--- src/sv/salc_pkg.sv ---
`default_nettype none

package salc_pkg;

    // Fixed field widths of the stream and configuration ports.
    localparam int ADDR_W     = 64;
    localparam int FUNC_W     = 2;
    localparam int CFG_IDX_W  = 2;
    localparam int CFG_DATA_W = 6;
    localparam int TOTAL_W    = 32;
    localparam int OUT_DATA_W = 104;
    // Way and age fields in the scan result, wide enough for sixteen ways.
    localparam int WAY_ID_W   = 4;

    // Access kinds carried on the input tuser.
    localparam logic [FUNC_W-1:0] FUNC_LOAD   = 2'd0;
    localparam logic [FUNC_W-1:0] FUNC_STORE  = 2'd1;
    localparam logic [FUNC_W-1:0] FUNC_MODIFY = 2'd2;
    localparam logic [FUNC_W-1:0] FUNC_RSV    = 2'd3;

    // Configuration register indexes.
    localparam logic [CFG_IDX_W-1:0] REG_SET_BITS   = 2'd0;
    localparam logic [CFG_IDX_W-1:0] REG_BLOCK_BITS = 2'd1;
    localparam logic [CFG_IDX_W-1:0] REG_WAYS       = 2'd2;

    // Outcome of one pass of the way scanner over a set.
    typedef struct packed {
        logic                done;
        logic                hit;
        logic [WAY_ID_W-1:0] hit_way;
        logic                inv_found;
        logic [WAY_ID_W-1:0] inv_way;
        logic [WAY_ID_W-1:0] old_way;
        logic [WAY_ID_W-1:0] old_age;
    } t_scan_res;

endpackage

`default_nettype wire

--- src/sv/salc_way_scan.sv ---
`default_nettype none

module salc_way_scan import salc_pkg::*; #(
    parameter int MAX_WAYS = 4
) (
    input  wire logic                                 i_clk,
    input  wire logic                                 i_rst_n,
    input  wire logic                                 i_start,
    input  wire logic [$clog2(MAX_WAYS+1)-1:0]        i_nw,
    input  wire logic [ADDR_W-1:0]                    i_tag,
    input  wire logic [MAX_WAYS-1:0][ADDR_W-1:0]      i_row_tags,
    input  wire logic [MAX_WAYS-1:0][(MAX_WAYS > 1 ? $clog2(MAX_WAYS) : 1)-1:0] i_row_ages,
    input  wire logic [MAX_WAYS-1:0]                  i_row_valid,
    output t_scan_res                                 o_res
);

    localparam int AW  = (MAX_WAYS > 1) ? $clog2(MAX_WAYS) : 1;
    localparam int WIW = (MAX_WAYS > 1) ? $clog2(MAX_WAYS) : 1;
    localparam int WCW = $clog2(MAX_WAYS + 1);

    logic           r_busy;
    logic           r_done;
    logic [WIW-1:0] r_way;
    logic           r_hit;
    logic [WIW-1:0] r_hit_way;
    logic           r_inv_found;
    logic [WIW-1:0] r_inv_way;
    logic [WIW-1:0] r_old_way;
    logic [AW-1:0]  r_old_age;

    logic           way_match;
    logic           way_last;
    logic [AW-1:0]  way_age;

    // The one tag comparator, applied to the way under the scan pointer.
    assign way_match = i_row_valid[r_way] && (i_row_tags[r_way] == i_tag);
    assign way_age   = i_row_ages[r_way];
    assign way_last  = (WCW'(r_way) == (i_nw - WCW'(1)));

    // Walk the ways in use one per cycle, keeping first hit, first free and oldest.
    always_ff @(posedge i_clk) begin
        if (!i_rst_n) begin
            r_busy <= 1'b0;
            r_done <= 1'b0;
        end else begin
            r_done <= !i_start && r_busy && way_last;
            if (i_start) begin
                r_busy      <= 1'b1;
                r_way       <= '0;
                r_hit       <= 1'b0;
                r_inv_found <= 1'b0;
            end else if (r_busy) begin
                if (!r_hit && way_match) begin
                    r_hit     <= 1'b1;
                    r_hit_way <= r_way;
                end
                if (!r_inv_found && !i_row_valid[r_way]) begin
                    r_inv_found <= 1'b1;
                    r_inv_way   <= r_way;
                end
                if ((r_way == '0) || (way_age > r_old_age)) begin
                    r_old_way <= r_way;
                    r_old_age <= way_age;
                end
                if (way_last) begin
                    r_busy <= 1'b0;
                end else begin
                    r_way <= r_way + WIW'(1);
                end
            end
        end
    end

    always_comb begin
        o_res.done      = r_done;
        o_res.hit       = r_hit;
        o_res.hit_way   = WAY_ID_W'(r_hit_way);
        o_res.inv_found = r_inv_found;
        o_res.inv_way   = WAY_ID_W'(r_inv_way);
        o_res.old_way   = WAY_ID_W'(r_old_way);
        o_res.old_age   = WAY_ID_W'(r_old_age);
    end

endmodule

`default_nettype wire

--- config.mk ---
export PLATFORM = sky130hd
export DESIGN_NAME = salc_way_scan
export DESIGN_NICKNAME = d
export VERILOG_FILES = /design/src/sv/salc_pkg.sv /design/src/sv/salc_way_scan.sv
export SDC_FILE = /design/constraint.sdc
export NUM_CORES = 1
export LEC_CHECK = 0
export BUFFER_PORTS_ARGS = -buffer_cell sky130_fd_sc_hd__buf_2
export CORE_AREA = 2 2 139 141
export DETAILED_ROUTE_END_ITERATION = 12
export DIE_AREA = 0 0 141 143
export SYNTH_ARGS = -nofsm -noshare
export SYNTH_HDL_FRONTEND = slang
export SYNTH_SLANG_ARGS = --single-unit
--- constraint.sdc ---
create_clock -name i_clk -period 4 [get_ports i_clk]
set_input_delay 0.8 -clock i_clk [delete_from_list [all_inputs] [get_ports i_clk]]
set_output_delay 0.8 -clock i_clk [all_outputs]
set_load 0.03 [all_outputs]
==> impl_metrics.csv <==
group,metric,value,unit
route,viasPerCell,4.56,
global_routing,grt_pass1_wl,22.7,mm
cells_and_area,final_cell_mix,"348 x buf_2, 50 x mux2i_1, 49 x mux4_2, 28 x xnor2_1, 25 x inv_1",
floorplan,io_pins,357,
logic_synthesis,netlist.area_leader.share,0.313,
logic_synthesis,yosysWarnings,0,
cells_and_area,area_delta_synth_final,57.5,%
floorplan,die_area,20200,um^2
pwr,pwr-share-clk,0.192,
setup_path,max_stage_delay,0.55,ns
logic_synthesis,synth.area.top_cells,"mux4_2 31%, mux2i_1 14%, edfxtp_1 10%, xnor2_1 7.0%, xor2_1 4.0%",
setup_path,rrSetupSlack,0.71,ns
pwr,intPower,627,uW
global_routing,overflow,0,
cts,path_clk_slew,0.05,ns
cts,htree_num_levels,1,
cts,cts_root_buf,"clkbuf_16",
global_routing,grt_pass1_vias,4119,
logic_synthesis,synthArstFlopShare,0,
global_routing,antenna_found_initial,0,
worst_hold_path,worstHoldPathCells,2,
cts,clock_latency,0.24,ns
logic_synthesis,synth_edf_count,12,
timing,finalHoldViolations,0,
floorplan,die_w,141,um
pwr,power,963,uW
setup_path,r2r_end,"r_hit_way[1]",
pwr,seq_power_share,0.176,
placement,place_hpwl,14.5,mm
setup_path,path_max_fanout,34,
cts,numCtsBuffers,3,
cts,hold_buffers,0,
cts,post_cts.resized_instances,0,
run,drv_cap,0,
setup_path,reg2regPathDepth,8,
global_routing,grt_max_degree,62,
cts,cts_tree,"done",
pwr,peakVddDrop,0.0943,mV
floorplan,num_rows,50,
setup_path,cpMaxStageDelayCell,"mux4_2",
logic_synthesis,syn_inst,345,
setup_path,critPathCaptureType,"flop",
pwr,power.leakage,2.68,nW
setup_path,critPathLaunchType,"flop",
timing,fin_setup_tns,0,ns
cells_and_area,final_common_cell,"buf_2",
route,ant_nets,0,
pwr,p_per_area,173,nW/um^2
route,vias,4151,
route,drt_iter0_markers,199,
floorplan,start_util,0.190,
cts,cts_setup_buffers,0,
logic_synthesis,ys_types,48,
pwr,switching_share,0.349,
cells_and_area,layout-drive-gt1-share,0.606,
route,routed_wirelength,16.4,mm
floorplan,die_y,143,um
setup_path,r2r-start,"r_way[0]",
timing,setup_viol,0,
timing,drv_slew,0,
worst_hold_path,min_path_type,"flop to flop",
setup_path,crit_chain,"buf_12 > mux4_2 > xnor2_1 > o2111ai_1 > nor4_1 > nand2_1 > nor4_2 > and3_1",
timing,fin_crit,3.29,ns
logic_synthesis,syn_area_per_cell,10.2,um^2
cts,clkSinkCount,14,
setup_path,crit_start,"r_way[0]",
logic_synthesis,syn_area,3530,um^2
pwr,power_frac_comb,0.631,
route,wl_per_cell,18.0,um
cells_and_area,nets,1020,
route,first_pass_iters,4,
timing,rsz0062_at_grt,"false",
placement,gp_congestion,0.836,
status,status,"finished clean",
setup_path,critical_path.endpoint,"r_hit_way[1]",
logic_synthesis,ys_ff_latch,14,
floorplan,core-area,18600,um^2
timing,fmax,0.304,GHz
placement,io_buffers,348,
cells_and_area,antenna_cells,0,
logic_synthesis,yosysTopAreaCell,"mux4_2",
logic_synthesis,synth-main-ff-cell,"edfxtp_1",
logic_synthesis,ys_seq_area_frac,0.114,
cts,clk_path_buf_depth,2,
setup_path,critical_path_required,3.95,ns
pwr,p_sw,336,uW
route,drc_errors,0,
setup_path,critPathArrivalTime,3.24,ns
global_routing,grtUsageTotal,0.148,
timing,clock_skew,0.00402,ns
timing,period_share,0.823,
setup_path,worst-setup-path-type,"flop to flop",
state kept, by name, summed over array words and instances, names as in the netlist:
signal / flops
r_busy: 1
r_done: 1
r_hit: 1
r_hit_way: 2
r_inv_found: 1
r_inv_way: 2
r_old_age: 2
r_old_way: 2
r_way: 2
stage by stage:
stage	utilization	area [um^2]	cells	worst slack, ns	hold slack, ns
after floorplan	-	3550	352	1.06	0.492
after global placement	0.295	5480	907	0.501	0.559
after detailed placement	0.295	5480	907	0.506	0.564
after CTS	0.299	5560	911	0.556	0.573
after global routing	0.299	5560	911	0.395	0.611
final	0.299	5560	911	0.710	0.572
final cells by class:
class	count	area [um^2]
Clock inverter	1	3.75
Multi-Input combinational cell	281	2860
Timing Repair Buffer	353	1830
Inverter	25	93.8
Tap cell	234	293
Clock buffer	3	75.1
Fill cell	1968	13000
Sequential cell	14	400
logic make-up after synthesis:
kind of cell | after synthesis | share of synthesized area
compound gates | 56 | 0.116
xor+xnor | 44 | 0.109
fa+ha+maj | 4 | 0.0142
buf+inv | 57 | 0.0827
flops | 14 | 0.114
mux | 101 | 0.461
other cells | 1 | 0.00106
simple gates | 68 | 0.102
worst min path at each step:
stage / start / to / slack [ns]
after global routing: r_busy / r_done / 0.61
after detailed placement: r_busy / r_done / 0.56
final: r_busy / r_done / 0.57
after floorplan: r_way[1] / r_hit_way[1] / 0.49
after CTS: r_busy / r_done / 0.57
after global placement: r_busy / r_done / 0.56
worst max-delay path, delay by kind of cell, from the launching register on:
| kind | cells | cell delay, ns |
|---|---|---|
| buffers and inverters | 1 | 0.27 |
| muxes | 1 | 0.55 |
| AOI/OAI and AO/OA | 1 | 0.18 |
| and+or+nand+nor | 4 | 1.16 |
| xor gates and xnor gates | 1 | 0.39 |
| DFF | 1 | 0.43 |
cells in the mapped netlist, drive strengths merged, types with 3 or more instances:
| cell | instances |
|---|---|
| a21oi | 9 |
| buf | 31 |
| a22oi | 6 |
| a2bb2oi | 3 |
| nor2 | 6 |
| mux4 | 49 |
| mux2i | 50 |
| edfxtp | 12 |
| nor4 | 8 |
| a211oi | 3 |
| xnor2 | 28 |
| o211ai | 3 |
| nand4 | 7 |
| o21ai | 5 |
| xor2 | 16 |
| nand3 | 5 |
| nor3 | 6 |
| nor2b | 8 |
| and2 | 3 |
| inv | 25 |
| o2111ai | 3 |
| nand2 | 20 |
| ha | 4 |
| o22ai | 7 |
| a32oi | 3 |
layer usage:
layer | share of wire | global-route usage | routed length, um
met1 | 0.42 | 0.197 | 6810
met2 | 0.51 | 0.264 | 8290
met3 | 0.070 | 0.0201 | 1150
met4 | 0.0089 | 0.0189 | 146
met5 | 0 | 0 | 0
power groups by stage:
| stage | sequential, mW | combinational, mW | clock, mW |
|---|---|---|---|
| CTS | 0.170 | 0.619 | 0.189 |
| global route | 0.170 | 0.665 | 0.198 |
| global placement | 0.172 | 0.613 | 0 |
| finish | 0.170 | 0.608 | 0.185 |
| floorplan | 0.173 | 0.352 | 0 |
| detailed placement | 0.172 | 0.616 | 0 |
Note: power is estimated with default switching activity, not from simulation.
